## src/tlat_pkg.sv

```systemverilog
// shared types and constants for the target lock angle tracker
package tlat_pkg;

    localparam int SIZE_BITS      = 13;
    localparam int FOV_BITS       = 16;
    localparam int ANGLE_BITS     = 17;
    localparam int CMD_BITS       = 32;
    localparam int CFG_DATA_BITS  = 16;
    localparam int CFG_INDEX_BITS = 2;
    localparam int LIMIT_BITS     = 38;

    localparam logic [CMD_BITS-1:0]   ENABLE_WORD = 32'd22110000;
    // 1e9 px^2 in Q.8 px^2
    localparam logic [LIMIT_BITS-1:0] DIST_LIMIT  = 38'd256000000000;
    localparam logic [15:0]           ANGLE_MAX   = 16'd46080;

    localparam logic [SIZE_BITS-1:0] WIDTH_RESET  = 13'd1280;
    localparam logic [SIZE_BITS-1:0] HEIGHT_RESET = 13'd720;
    localparam logic [FOV_BITS-1:0]  FOV_H_RESET  = 16'd32000;
    localparam logic [FOV_BITS-1:0]  FOV_V_RESET  = 16'd17664;

    typedef enum logic [CFG_INDEX_BITS-1:0] {
        CFG_IMAGE_WIDTH    = 2'd0,
        CFG_IMAGE_HEIGHT   = 2'd1,
        CFG_FOV_HORIZONTAL = 2'd2,
        CFG_FOV_VERTICAL   = 2'd3
    } cfg_index_t;

    typedef enum logic [3:0] {
        S_IDLE,
        S_SQ_X,
        S_SQ_Y,
        S_CMP,
        S_MUL_X,
        S_START_X,
        S_DIV_X,
        S_MUL_Y,
        S_START_Y,
        S_DIV_Y,
        S_EMIT
    } tlat_state_t;

    typedef struct packed {
        logic busy;
        logic done;
    } div_status_t;

endpackage

```

## src/tlat_mul.sv

```systemverilog
// shared registered multiplier used for distances and angle products
module tlat_mul
    import tlat_pkg::*;
#(
    parameter int WIDTH = 16
)
(
    input  logic                 clk,
    input  logic [WIDTH-1:0]     a,
    input  logic [WIDTH-1:0]     b,
    output logic [2*WIDTH-1:0]   p
);

    logic [2*WIDTH-1:0] p_reg;
    logic [2*WIDTH-1:0] p_next;

    assign p_next = (2*WIDTH)'(a) * (2*WIDTH)'(b);

    always_ff @(posedge clk)
    begin
        p_reg <= p_next;
    end

    assign p = p_reg;

endmodule

```

## src/tlat_div.sv

```systemverilog
// restoring divider, one quotient bit per cycle
module tlat_div
    import tlat_pkg::*;
#(
    parameter int N_WIDTH = 29,
    parameter int D_WIDTH = 13
)
(
    input  logic               clk,
    input  logic               rst_n,
    input  logic               start,
    input  logic [N_WIDTH-1:0] dividend,
    input  logic [D_WIDTH-1:0] divisor,
    output logic [N_WIDTH-1:0] quotient,
    output div_status_t        status
);

    localparam int CNT_W = $clog2(N_WIDTH + 1);

    logic [N_WIDTH-1:0] quo_reg, quo_next;
    logic [D_WIDTH-1:0] rem_reg, rem_next;
    logic [D_WIDTH-1:0] dvs_reg, dvs_next;
    logic [CNT_W-1:0]   cnt_reg, cnt_next;
    logic               busy_reg, busy_next;
    logic               done_reg, done_next;
    logic [D_WIDTH+1:0] shifted;
    logic [D_WIDTH+1:0] diff;

    always_comb
    begin
        shifted   = (D_WIDTH+2)'({rem_reg, quo_reg[N_WIDTH-1]});
        diff      = shifted - (D_WIDTH+2)'(dvs_reg);
        quo_next  = quo_reg;
        rem_next  = rem_reg;
        dvs_next  = dvs_reg;
        cnt_next  = cnt_reg;
        busy_next = busy_reg;
        done_next = 1'b0;
        if (start)
        begin
            quo_next  = dividend;
            rem_next  = '0;
            dvs_next  = divisor;
            cnt_next  = CNT_W'(N_WIDTH);
            busy_next = 1'b1;
        end
        else if (busy_reg)
        begin
            // no borrow means the divisor fits
            if (!diff[D_WIDTH+1])
            begin
                rem_next = diff[D_WIDTH-1:0];
                quo_next = {quo_reg[N_WIDTH-2:0], 1'b1};
            end
            else
            begin
                rem_next = shifted[D_WIDTH-1:0];
                quo_next = {quo_reg[N_WIDTH-2:0], 1'b0};
            end
            cnt_next = cnt_reg - CNT_W'(1);
            if (cnt_reg == CNT_W'(1))
            begin
                busy_next = 1'b0;
                done_next = 1'b1;
            end
        end
    end

    always_ff @(posedge clk or negedge rst_n)
    begin
        if (!rst_n)
        begin
            busy_reg <= 1'b0;
            done_reg <= 1'b0;
            cnt_reg  <= '0;
        end
        else
        begin
            busy_reg <= busy_next;
            done_reg <= done_next;
            cnt_reg  <= cnt_next;
        end
    end

    always_ff @(posedge clk)
    begin
        quo_reg <= quo_next;
        rem_reg <= rem_next;
        dvs_reg <= dvs_next;
    end

    assign quotient    = quo_reg;
    assign status.busy = busy_reg;
    assign status.done = done_reg;

endmodule

```

## src/target_lock_angle_tracker_unit.sv

```systemverilog
// target lock angle tracker: top level with sequencer, lock state and output register
//
// Input channel (in_valid / in_stall) carries one beat per detection or command.
// A command beat with the enable word switches tracking on and drops any lock.
// Detection beats are grouped into frames by last_in_frame. Unlocked, a frame
// locks onto the target-class detection nearest the image centre; locked, the
// first detection with the locked id is held and at frame end its offset angles
// are sent on the output channel (out_valid / out_stall) as one beat.
// A command, an ignored detection or a locked detection that is not a frame end
// is taken in the idle state alone; an unlocked target-class detection takes two
// passes through the shared multiplier, then add and compare. A locked frame end
// with a hit takes, per axis, one multiply and then one bit per cycle through
// the shared divider; the angles then wait in S_EMIT for the output register.
// in_stall is high while a beat is being worked on. The output register holds a
// finished beat, so a new input beat is taken while it waits; if the next result
// is ready while the receiver still stalls, the block waits with in_stall high.
// Reset (rst_n, asynchronous) turns tracking off, drops the lock and loads the
// default image size and fields of view; no clearing pass is needed.
module target_lock_angle_tracker_unit
    import tlat_pkg::*;
#(
    parameter int ID_BITS    = 16,
    parameter int COORD_BITS = 16
)
(
    input  logic                        clk,
    input  logic                        rst_n,
    input  logic                        cfg_we,
    input  logic [CFG_INDEX_BITS-1:0]   cfg_index,
    input  logic [CFG_DATA_BITS-1:0]    cfg_data,
    input  logic                        in_valid,
    output logic                        in_stall,
    input  logic                        operation,
    input  logic                        cmd_has_value,
    input  logic signed [CMD_BITS-1:0]  cmd_word,
    input  logic                        is_drone,
    input  logic [ID_BITS-1:0]          track_id,
    input  logic [COORD_BITS-1:0]       center_x,
    input  logic [COORD_BITS-1:0]       center_y,
    input  logic                        last_in_frame,
    output logic                        out_valid,
    input  logic                        out_stall,
    output logic signed [ANGLE_BITS-1:0] angle_x,
    output logic signed [ANGLE_BITS-1:0] angle_y
);

    localparam int MAG_BITS = (COORD_BITS > 16) ? COORD_BITS : 16;
    localparam int OFF_W    = MAG_BITS + 1;
    localparam int PROD_W   = 2 * MAG_BITS;
    localparam int SUM_W    = 2 * MAG_BITS + 1;
    localparam int DIST_W   = (SUM_W > LIMIT_BITS) ? SUM_W : LIMIT_BITS;
    localparam int NUM_W    = MAG_BITS + 17;
    localparam int DIVD_W   = MAG_BITS + 13;

    tlat_state_t state_reg, state_next;

    logic [SIZE_BITS-1:0] image_width_reg, image_width_next;
    logic [SIZE_BITS-1:0] image_height_reg, image_height_next;
    logic [FOV_BITS-1:0]  fov_h_reg, fov_h_next;
    logic [FOV_BITS-1:0]  fov_v_reg, fov_v_next;

    logic                  tracking_on_reg, tracking_on_next;
    logic                  lock_valid_reg, lock_valid_next;
    logic [ID_BITS-1:0]    locked_id_reg, locked_id_next;
    logic [DIST_W-1:0]     best_dist_reg, best_dist_next;
    logic [ID_BITS-1:0]    cand_id_reg, cand_id_next;
    logic                  frame_hit_reg, frame_hit_next;
    logic [COORD_BITS-1:0] held_x_reg, held_x_next;
    logic [COORD_BITS-1:0] held_y_reg, held_y_next;

    logic [ID_BITS-1:0]    det_id_reg, det_id_next;
    logic [COORD_BITS-1:0] det_x_reg, det_x_next;
    logic [COORD_BITS-1:0] det_y_reg, det_y_next;
    logic                  det_last_reg, det_last_next;
    logic [OFF_W-1:0]      dx_reg, dx_next;
    logic [OFF_W-1:0]      dy_reg, dy_next;
    logic [PROD_W-1:0]     acc_reg, acc_next;
    logic [ANGLE_BITS-1:0] ax_reg, ax_next;
    logic [ANGLE_BITS-1:0] ay_reg, ay_next;

    logic                  out_valid_reg, out_valid_next;
    logic [ANGLE_BITS-1:0] angle_x_reg, angle_x_next;
    logic [ANGLE_BITS-1:0] angle_y_reg, angle_y_next;

    logic [MAG_BITS-1:0]   mul_a, mul_b;
    logic [PROD_W-1:0]     mul_p;

    logic                  div_start;
    logic [DIVD_W-1:0]     div_dividend;
    logic [SIZE_BITS-1:0]  div_divisor;
    logic [DIVD_W-1:0]     div_quotient;
    div_status_t           div_status;

    logic [15:0]           w8, h8;
    logic [SIZE_BITS-1:0]  w_eff, h_eff;
    logic [OFF_W-1:0]      ox, oy;
    logic [MAG_BITS-1:0]   dx_abs, dy_abs, ox_abs, oy_abs;
    logic [DIST_W-1:0]     d2;
    logic                  better;
    logic                  hit_now;
    logic [NUM_W-1:0]      num_sum;
    logic [15:0]           q_sat;
    logic [ANGLE_BITS-1:0] q_mag;

    assign w8     = {image_width_reg, 3'b000};
    assign h8     = {image_height_reg, 3'b000};
    assign w_eff  = (image_width_reg == '0) ? SIZE_BITS'(1) : image_width_reg;
    assign h_eff  = (image_height_reg == '0) ? SIZE_BITS'(1) : image_height_reg;
    assign ox     = OFF_W'(held_x_reg) - OFF_W'(w8);
    assign oy     = OFF_W'(h8) - OFF_W'(held_y_reg);
    assign dx_abs = dx_reg[OFF_W-1] ? MAG_BITS'(-dx_reg) : MAG_BITS'(dx_reg);
    assign dy_abs = dy_reg[OFF_W-1] ? MAG_BITS'(-dy_reg) : MAG_BITS'(dy_reg);
    assign ox_abs = ox[OFF_W-1] ? MAG_BITS'(-ox) : MAG_BITS'(ox);
    assign oy_abs = oy[OFF_W-1] ? MAG_BITS'(-oy) : MAG_BITS'(oy);
    assign d2     = DIST_W'(acc_reg) + DIST_W'(mul_p);
    assign better = d2 < best_dist_reg;
    assign hit_now = !frame_hit_reg && (track_id == locked_id_reg);
    assign q_sat  = (div_quotient > DIVD_W'(ANGLE_MAX)) ? ANGLE_MAX : div_quotient[15:0];
    assign q_mag  = ANGLE_BITS'(q_sat);

    tlat_mul #(
        .WIDTH (MAG_BITS)
    ) u_mul (
        .clk (clk),
        .a   (mul_a),
        .b   (mul_b),
        .p   (mul_p)
    );

    tlat_div #(
        .N_WIDTH (DIVD_W),
        .D_WIDTH (SIZE_BITS)
    ) u_div (
        .clk      (clk),
        .rst_n    (rst_n),
        .start    (div_start),
        .dividend (div_dividend),
        .divisor  (div_divisor),
        .quotient (div_quotient),
        .status   (div_status)
    );

    // shared unit operand selection
    always_comb
    begin
        mul_a        = '0;
        mul_b        = '0;
        div_start    = 1'b0;
        div_divisor  = w_eff;
        num_sum      = NUM_W'(mul_p[MAG_BITS+15:0]) + NUM_W'({w_eff, 3'b000});
        unique case (state_reg)
            S_SQ_X:
            begin
                mul_a = dx_abs;
                mul_b = dx_abs;
            end
            S_SQ_Y:
            begin
                mul_a = dy_abs;
                mul_b = dy_abs;
            end
            S_MUL_X:
            begin
                mul_a = ox_abs;
                mul_b = MAG_BITS'(fov_h_reg);
            end
            S_MUL_Y:
            begin
                mul_a = oy_abs;
                mul_b = MAG_BITS'(fov_v_reg);
            end
            S_START_X:
            begin
                div_start = 1'b1;
            end
            S_START_Y:
            begin
                div_start   = 1'b1;
                div_divisor = h_eff;
                num_sum     = NUM_W'(mul_p[MAG_BITS+15:0]) + NUM_W'({h_eff, 3'b000});
            end
            default:
            begin
            end
        endcase
        // rounding half of 16*size, then the factor 16 comes off as a shift
        div_dividend = num_sum[NUM_W-1:4];
    end

    // sequencer and state update
    always_comb
    begin
        state_next        = state_reg;
        image_width_next  = image_width_reg;
        image_height_next = image_height_reg;
        fov_h_next        = fov_h_reg;
        fov_v_next        = fov_v_reg;
        tracking_on_next  = tracking_on_reg;
        lock_valid_next   = lock_valid_reg;
        locked_id_next    = locked_id_reg;
        best_dist_next    = best_dist_reg;
        cand_id_next      = cand_id_reg;
        frame_hit_next    = frame_hit_reg;
        held_x_next       = held_x_reg;
        held_y_next       = held_y_reg;
        det_id_next       = det_id_reg;
        det_x_next        = det_x_reg;
        det_y_next        = det_y_reg;
        det_last_next     = det_last_reg;
        dx_next           = dx_reg;
        dy_next           = dy_reg;
        acc_next          = acc_reg;
        ax_next           = ax_reg;
        ay_next           = ay_reg;
        angle_x_next      = angle_x_reg;
        angle_y_next      = angle_y_reg;
        out_valid_next    = out_valid_reg && out_stall;

        if (cfg_we)
        begin
            unique case (cfg_index_t'(cfg_index))
                CFG_IMAGE_WIDTH:    image_width_next  = cfg_data[SIZE_BITS-1:0];
                CFG_IMAGE_HEIGHT:   image_height_next = cfg_data[SIZE_BITS-1:0];
                CFG_FOV_HORIZONTAL: fov_h_next        = cfg_data[FOV_BITS-1:0];
                CFG_FOV_VERTICAL:   fov_v_next        = cfg_data[FOV_BITS-1:0];
                default:            image_width_next  = image_width_reg;
            endcase
        end

        unique case (state_reg)
            S_IDLE:
            begin
                if (in_valid)
                begin
                    if (operation)
                    begin
                        if (cmd_has_value && ($unsigned(cmd_word) == ENABLE_WORD))
                        begin
                            tracking_on_next = 1'b1;
                            lock_valid_next  = 1'b0;
                            best_dist_next   = DIST_W'(DIST_LIMIT);
                            cand_id_next     = '0;
                            frame_hit_next   = 1'b0;
                        end
                    end
                    else if (tracking_on_reg)
                    begin
                        if (!lock_valid_reg)
                        begin
                            if (is_drone)
                            begin
                                det_id_next   = track_id;
                                det_x_next    = center_x;
                                det_y_next    = center_y;
                                det_last_next = last_in_frame;
                                dx_next       = OFF_W'(center_x) - OFF_W'(w8);
                                dy_next       = OFF_W'(center_y) - OFF_W'(h8);
                                state_next    = S_SQ_X;
                            end
                            else if (last_in_frame)
                            begin
                                if (frame_hit_reg)
                                begin
                                    lock_valid_next = 1'b1;
                                    locked_id_next  = cand_id_reg;
                                end
                                best_dist_next = DIST_W'(DIST_LIMIT);
                                cand_id_next   = '0;
                                frame_hit_next = 1'b0;
                            end
                        end
                        else
                        begin
                            if (hit_now)
                            begin
                                held_x_next    = center_x;
                                held_y_next    = center_y;
                                frame_hit_next = 1'b1;
                            end
                            if (last_in_frame)
                            begin
                                if (frame_hit_reg || hit_now)
                                begin
                                    state_next = S_MUL_X;
                                end
                                else
                                begin
                                    lock_valid_next = 1'b0;
                                end
                                best_dist_next = DIST_W'(DIST_LIMIT);
                                cand_id_next   = '0;
                                frame_hit_next = 1'b0;
                            end
                        end
                    end
                end
            end
            S_SQ_X:
            begin
                state_next = S_SQ_Y;
            end
            S_SQ_Y:
            begin
                acc_next   = mul_p;
                state_next = S_CMP;
            end
            S_CMP:
            begin
                if (better)
                begin
                    best_dist_next = d2;
                    cand_id_next   = det_id_reg;
                    held_x_next    = det_x_reg;
                    held_y_next    = det_y_reg;
                    frame_hit_next = 1'b1;
                end
                if (det_last_reg)
                begin
                    if (frame_hit_reg || better)
                    begin
                        lock_valid_next = 1'b1;
                        locked_id_next  = better ? det_id_reg : cand_id_reg;
                    end
                    best_dist_next = DIST_W'(DIST_LIMIT);
                    cand_id_next   = '0;
                    frame_hit_next = 1'b0;
                end
                state_next = S_IDLE;
            end
            S_MUL_X:
            begin
                state_next = S_START_X;
            end
            S_START_X:
            begin
                state_next = S_DIV_X;
            end
            S_DIV_X:
            begin
                if (div_status.done)
                begin
                    ax_next    = ox[OFF_W-1] ? -q_mag : q_mag;
                    state_next = S_MUL_Y;
                end
            end
            S_MUL_Y:
            begin
                state_next = S_START_Y;
            end
            S_START_Y:
            begin
                state_next = S_DIV_Y;
            end
            S_DIV_Y:
            begin
                if (div_status.done)
                begin
                    ay_next    = oy[OFF_W-1] ? -q_mag : q_mag;
                    state_next = S_EMIT;
                end
            end
            S_EMIT:
            begin
                // wait for the output register to free up
                if (!out_valid_reg || !out_stall)
                begin
                    angle_x_next   = ax_reg;
                    angle_y_next   = ay_reg;
                    out_valid_next = 1'b1;
                    state_next     = S_IDLE;
                end
            end
            default:
            begin
                state_next = S_IDLE;
            end
        endcase
    end

    always_ff @(posedge clk or negedge rst_n)
    begin
        if (!rst_n)
        begin
            state_reg        <= S_IDLE;
            image_width_reg  <= WIDTH_RESET;
            image_height_reg <= HEIGHT_RESET;
            fov_h_reg        <= FOV_H_RESET;
            fov_v_reg        <= FOV_V_RESET;
            tracking_on_reg  <= 1'b0;
            lock_valid_reg   <= 1'b0;
            locked_id_reg    <= '0;
            best_dist_reg    <= DIST_W'(DIST_LIMIT);
            cand_id_reg      <= '0;
            frame_hit_reg    <= 1'b0;
            held_x_reg       <= '0;
            held_y_reg       <= '0;
            out_valid_reg    <= 1'b0;
        end
        else
        begin
            state_reg        <= state_next;
            image_width_reg  <= image_width_next;
            image_height_reg <= image_height_next;
            fov_h_reg        <= fov_h_next;
            fov_v_reg        <= fov_v_next;
            tracking_on_reg  <= tracking_on_next;
            lock_valid_reg   <= lock_valid_next;
            locked_id_reg    <= locked_id_next;
            best_dist_reg    <= best_dist_next;
            cand_id_reg      <= cand_id_next;
            frame_hit_reg    <= frame_hit_next;
            held_x_reg       <= held_x_next;
            held_y_reg       <= held_y_next;
            out_valid_reg    <= out_valid_next;
        end
    end

    always_ff @(posedge clk)
    begin
        det_id_reg   <= det_id_next;
        det_x_reg    <= det_x_next;
        det_y_reg    <= det_y_next;
        det_last_reg <= det_last_next;
        dx_reg       <= dx_next;
        dy_reg       <= dy_next;
        acc_reg      <= acc_next;
        ax_reg       <= ax_next;
        ay_reg       <= ay_next;
        angle_x_reg  <= angle_x_next;
        angle_y_reg  <= angle_y_next;
    end

    assign in_stall  = (state_reg != S_IDLE);
    assign out_valid = out_valid_reg;
    assign angle_x   = angle_x_reg;
    assign angle_y   = angle_y_reg;

`ifndef SYNTH
    a_lock_needs_tracking: assert property (@(posedge clk) disable iff (!rst_n)
        lock_valid_reg |-> tracking_on_reg)
        else $error("lock held while tracking is off");

    a_unlocked_hit_below_limit: assert property (@(posedge clk) disable iff (!rst_n)
        (frame_hit_reg && !lock_valid_reg) |-> (best_dist_reg < DIST_W'(DIST_LIMIT)))
        else $error("candidate recorded without beating the distance limit");

    a_command_single_cycle: assert property (@(posedge clk) disable iff (!rst_n)
        (in_valid && !in_stall && operation) |=> (state_reg == S_IDLE))
        else $error("command beat left the sequencer busy");

    a_emit_loads_output: assert property (@(posedge clk) disable iff (!rst_n)
        (state_reg == S_EMIT && (!out_valid_reg || !out_stall)) |=> out_valid_reg)
        else $error("finished angles not loaded into the output register");

    a_div_start_when_free: assert property (@(posedge clk) disable iff (!rst_n)
        (state_reg == S_START_X || state_reg == S_START_Y) |-> !div_status.busy)
        else $error("divider restarted while busy");
`endif

endmodule

```

## config.mk

```make
export PLATFORM = sky130hd
export DESIGN_NAME = target_lock_angle_tracker_unit
export DESIGN_NICKNAME = d
export VERILOG_FILES = /design/src/tlat_pkg.sv /design/src/tlat_mul.sv /design/src/tlat_div.sv /design/src/target_lock_angle_tracker_unit.sv
export SDC_FILE = /design/constraint.sdc
export NUM_CORES = 2
export LEC_CHECK = 0
export BUFFER_PORTS_ARGS = -buffer_cell sky130_fd_sc_hd__buf_2
export CORE_MARGIN = 8
export CORE_UTILIZATION = 59
export CTS_BUF_LIST = sky130_fd_sc_hd__clkbuf_8
export DETAILED_ROUTE_END_ITERATION = 7
export PLACE_DENSITY = 0.77
export SETUP_SLACK_MARGIN = 0.02
export SYNTH_ARGS = -nofsm -noshare
export SYNTH_HDL_FRONTEND = slang
export SYNTH_HIERARCHICAL = 1
export SYNTH_SLANG_ARGS = --single-unit
```

## constraint.sdc

```tcl
create_clock -name clk -period 8.8 [get_ports clk]
set_input_delay 1.76 -clock clk [delete_from_list [all_inputs] [get_ports clk]]
set_output_delay 1.76 -clock clk [all_outputs]
set_load 0.005 [all_outputs]
```

* After elaboration in Yosys (flattened, before gate mapping) *
Index checks and enable logic that the tools add are counted.

word-level totals
  register bits = 445
  bits in latches = 0
  RAM bits = 0
  memory bits (read-only) = 0
  bits of input ports = 107
  output and inout port bits = 36
  memories kept = 0

cells by class
  add/sub/neg operators = 14
  multiply operators = 1
  div/mod/pow operators = 0
  magnitude comparators = 2
  equality and inequality tests = 40
  shifts and indexed selects = 0
  muxes and demuxes = 107
  bitwise operators = 2
  reduce and logical (&&, ||, !) cells = 33

operator list
  cell                    number
  $mux W16                37
  $mux W38                9
  $pmux W16 S2            4
  $pmux W16 S4            2
  $pmux W38 S2            1
  $sub A16 B16 Y17        4
  $add A32 B16 Y33        2
  $neg A16 Y16            4
  $mux W29                2
  $mux W13                4
  $mux W4                 10
  $pmux W4 S10            1
  $lt A33 B38 Y1          1
  $add A32 B32 Y33        1
  $mux W33                1
  $eq A32 B25 Y1 const B  1
  $mul A16 B16 Y32        1
  $mux W1                 32
  $gt A29 B16 Y1 const B  1
  $logic_not A13 Y1       2
  $ne A2 B2 Y1 const B    13
  $ne A3 B3 Y1 const B    6
  $reduce_and A6 Y1       3
  $neg A16 Y17            1
  other kinds (30)        56

* Longest topological paths before layout *
  word-level depth = 10
  gate-level depth with buffers = 36
  gate-level depth less buffers = 33

* Cells and area by module *
Netlist, hierarchy kept.

by module, submodules not included
  module                          times used  cells an instance  area an instance (um^2)
  target_lock_angle_tracker_unit  1           2030               20574.7
  tlat_mul                        1           1018               9132.5
  tlat_div                        1           273                3240.6

* Worst setup path before layout *
No wires, ideal clock.

  path type = flip-flop to flip-flop
  from = register image_height_reg[6]
  to = register u_mul.p_reg[31] (netlist: u_mul/p[31])
  data arrival time = 7.892 ns
  setup slack = 0.790 ns
  cell stages (with the launch flop) = 33
  period minus slack after synthesis = 8.010 ns
  cells stage by stage = dfstp_2 -> ha_1 -> clkbuf_1 -> o21a_1 -> o21a_1 -> o21ai_0 -> a21oi_1 -> o31ai_1 -> a21oi_1 -> clkbuf_1 -> a31oi_1 -> xor2_1 -> o21ai_0 -> clkbuf_1 -> nand2_1 -> fa_1 -> fa_1 -> fa_1 -> inv_1 -> fa_1 -> fa_1 -> inv_1 -> fa_1 -> inv_1 -> ha_1 -> buf_2 -> nand4_1 -> nor3_1 -> a21oi_1 -> nand3b_4 -> a2111oi_2 -> o22a_2 -> xnor2_1

between the ends
  longest elaborated chain between the ends = 5

RTL lines
  what                      RTL line                               text
  start: declaration        target_lock_angle_tracker_unit.sv:58   logic [SIZE_BITS-1:0] image_height_reg, image_height_next;
  start signal: assignment  target_lock_angle_tracker_unit.sv:403  image_height_reg <= image_height_next;
  $sub A16 B16 Y17 (*)      target_lock_angle_tracker_unit.sv:110  assign oy = OFF_W'(h8) - OFF_W'(held_y_reg);
  $neg A16 Y16              target_lock_angle_tracker_unit.sv:114  assign oy_abs = oy[OFF_W-1] ? MAG_BITS'(-oy) : MAG_BITS'(oy);
  $mux W16 (*)              target_lock_angle_tracker_unit.sv:114
  $pmux W16 S4 (*)          target_lock_angle_tracker_unit.sv:151  unique case (state_reg)
  net mul_a[10]             target_lock_angle_tracker_unit.sv:85   logic [MAG_BITS-1:0] mul_a, mul_b;
  $mul A16 B16 Y32 (*)      tlat_mul.sv:17                         assign p_next = (2*WIDTH)'(a) * (2*WIDTH)'(b);
  net u_mul.p_next[31]      tlat_mul.sv:15                         logic [2*WIDTH-1:0] p_next;
  end signal: assignment    tlat_mul.sv:21                         p_reg <= p_next;
  end: declaration          tlat_mul.sv:14                         logic [2*WIDTH-1:0] p_reg;

Mark *: on every way through the listed nets, which the timed path passes. The rest lies on a longest branch.
A chain may end at the register's enable or synchronous reset.

==> results.cfg <==
[run_status]
status = completed

[place]
placed_area_mm2 = 0.0345
gp_congestion = 0.959
dp_slack_ns = 0.138
place_inst = 4129
place.detailed.hpwl_um = 67600
port_buffers = 142

[timing]
fin_setup_tns_ns = 0
worst_clock_skew_ns = 0.0296
fin_ws_ns = 0.382
post-route-min-period_ns = 8.42
setup_viol = 0
holdWs_ns = 0.417
rsz0062_at_grt = false
slew_headroom_pct = 19.0
final_max_slew_viol_count = 0
hold_viol = 0
worst_pin_slew_ns = 1.20
fmax_mhz = 119
period_share_pct = 95.7

[routing]
totalWireLength_um = 87400
avgViaCountPerCell = 5.93
drt.antenna.violating_nets = 0
firstDrtPassIters = 7
drtIter0Drc = 1899
drc_errors = 0
wl_per_cell_um = 20.5
via_count = 25326

[cells_and_area]
final_util_pct = 65.3
ff_latch_area_mm2 = 0.0118
drive_gt1_share_pct = 13.8
multi_input_area_mm2 = 0.0194
layout.nets = 4022
design_area_mm2 = 0.0360
syn_to_final_growth_pct = 9.36
largest_reg_flops = 34
fin_cells = 4272
n_fill_cell = 4377
diodes = 0

[setup_path]
timing.rr.start = det_y_reg[2]$_DFFE_PP_
critical_path_class = flop to flop
required_ns = 9.38
arrival_ns = 9.00
start_kind = flop
cp-startpoint = det_y_reg[2]$_DFFE_PP_
crit_path_end_kind = flop
cp_max_fo = 16

[global_route]
gr-total-overflow = 0
grtUsageTotal_pct = 27.2
grt_pass1_wl_um = 139000
grt_max_degree = 100
grt_pass1_vias = 26218
antenna_found_initial = 1

[pwr]
vdd_drop_max_mv = 0.136
p_per_area_mw_per_mm2 = 128
p_total_mw = 4.62
power.leakage_nw = 16.3

[synth]
syn_nets = 3879
syn_avg_cell_area_um2 = 9.92
netlist_instances = 3320
synth_warnings = 6
synth_area_mm2 = 0.0329

[clocking]
tritoncts = built
cts_sinks = 435
cts-root-buf = clkbuf_8
clk_pin_slew_worst_paths_ns = 0.06
clock_latency_ns = 0.66
cts_max_level = 3
numCtsBuffers = 73
clk_path_buf_depth = 3

[hold_path]
worst_hold_startpoint = ay_reg[4]$_DFFE_PP_
hold_class = flop to flop

[floorplan]
core_area_mm2 = 0.0552
num_io_pins = 143
start_util_pct = 59.7
die-width_um = 252
die-area_mm2 = 0.0636
die-height_um = 252
rows = 86

[flow_run]
maxCapViolations = 0
==> repair_timing <==
action | 4_1_cts | 5_1_grt
hold buffers | 0 | 0
setup buffers | 0 | 7
endpoints found under the setup margin | 0 | 14
gates resized for setup | 0 | 27
==> worst max-delay path, cell delays in order, from the launching register on <==
cell	delay (ns)
edfxtp_1	0.47
or3_4	0.37
or4_4	0.43
o41ai_1	0.48
nand2b_1	0.13
o21ai_0	0.22
xor2_1	0.10
o22ai_1	0.46
a221o_1	0.65
nand2_1	0.14
fa_1	0.52
inv_1	0.07
fa_1	0.55
fa_1	0.44
fa_1	0.47
fa_1	0.51
inv_1	0.06
fa_1	0.47
inv_1	0.04
ha_1	0.38
nand4_1	0.16
nor3_2	0.24
a21oi_2	0.10
nand3b_4	0.20
a2111oi_2	0.40
o22a_2	0.19
xnor2_1	0.10
==> final timing paths <==
kind / end / slack [ns] / cells past startpoint
setup / recovery: u_mul/p[31]$_DFF_P_ / 0.38 / 26
hold / removal: angle_y[4]$_DFFE_PP_ / 0.42 / 0
setup reg to reg: u_mul/p[31]$_DFF_P_ / 0.38 / 26
hold reg to reg: angle_y[4]$_DFFE_PP_ / 0.42 / 0
max in group asynchronous: fov_v_reg[15]$_DFFE_PN0P_ / 6.01 / 2
min in group asynchronous: locked_id_reg[13]$_DFFE_PN0P_ / 1.22 / 1
==> routing by layer <==
layer  track usage (%)  wire length [µm]  share of wire [%]  up-vias
met5                 0                 0                  0        -
met4              14.1              4530                5.2        0
met1              33.4             35000                 40    12346
met3              5.21              6230                7.1      291
li1                  -                 -                  -    11710
met2              45.5             41700                 48      979
==> power by group <==
| part | internal, mW | leakage, nW | switching (mW) | total (mW) |
|---|---|---|---|---|
| Sequential | 2.21 | 4.29 | 0.0469 | 2.25 |
| Combinational | 0.254 | 11.2 | 0.397 | 0.650 |
| Clock | 0.872 | 0.815 | 0.840 | 1.71 |
==> cell usage in the layout (no fill, tap or decap), types with 21 or more instances in the layout <==
| cell | instances |
|---|---|
| buf_2 | 141 |
| ha_1 | 250 |
| nand2b_1 | 26 |
| nor2_1 | 181 |
| xnor2_1 | 99 |
| fa_1 | 200 |
| a31oi_1 | 55 |
| nand2_1 | 396 |
| nand3_1 | 36 |
| a21oi_1 | 136 |
| a22o_1 | 41 |
| nand4_1 | 21 |
| nor2b_1 | 29 |
| and2_1 | 122 |
| edfxtp_1 | 219 |
| dfxtp_1 | 45 |
| dfrtp_1 | 146 |
| mux2_2 | 109 |
| a21o_1 | 49 |
| o31ai_1 | 23 |
| o21a_1 | 23 |
| dfstp_2 | 25 |
| nor3_1 | 31 |
| xor2_1 | 113 |
| buf_4 | 50 |
| o21ai_0 | 116 |
| inv_1 | 414 |
| clkbuf_8 | 80 |
| nor4_1 | 23 |
==> cell type report <==
class | instances | area share (%)
clock inverters | 56 | 0.764
multi-input cells | 2378 | 53.8
clock buffers | 80 | 3.06
repair buffers | 192 | 3.03
flip-flops and latches | 435 | 32.7
inverters | 383 | 3.99
well taps | 748 | 2.60
Power figures use the tool's default switching activity.
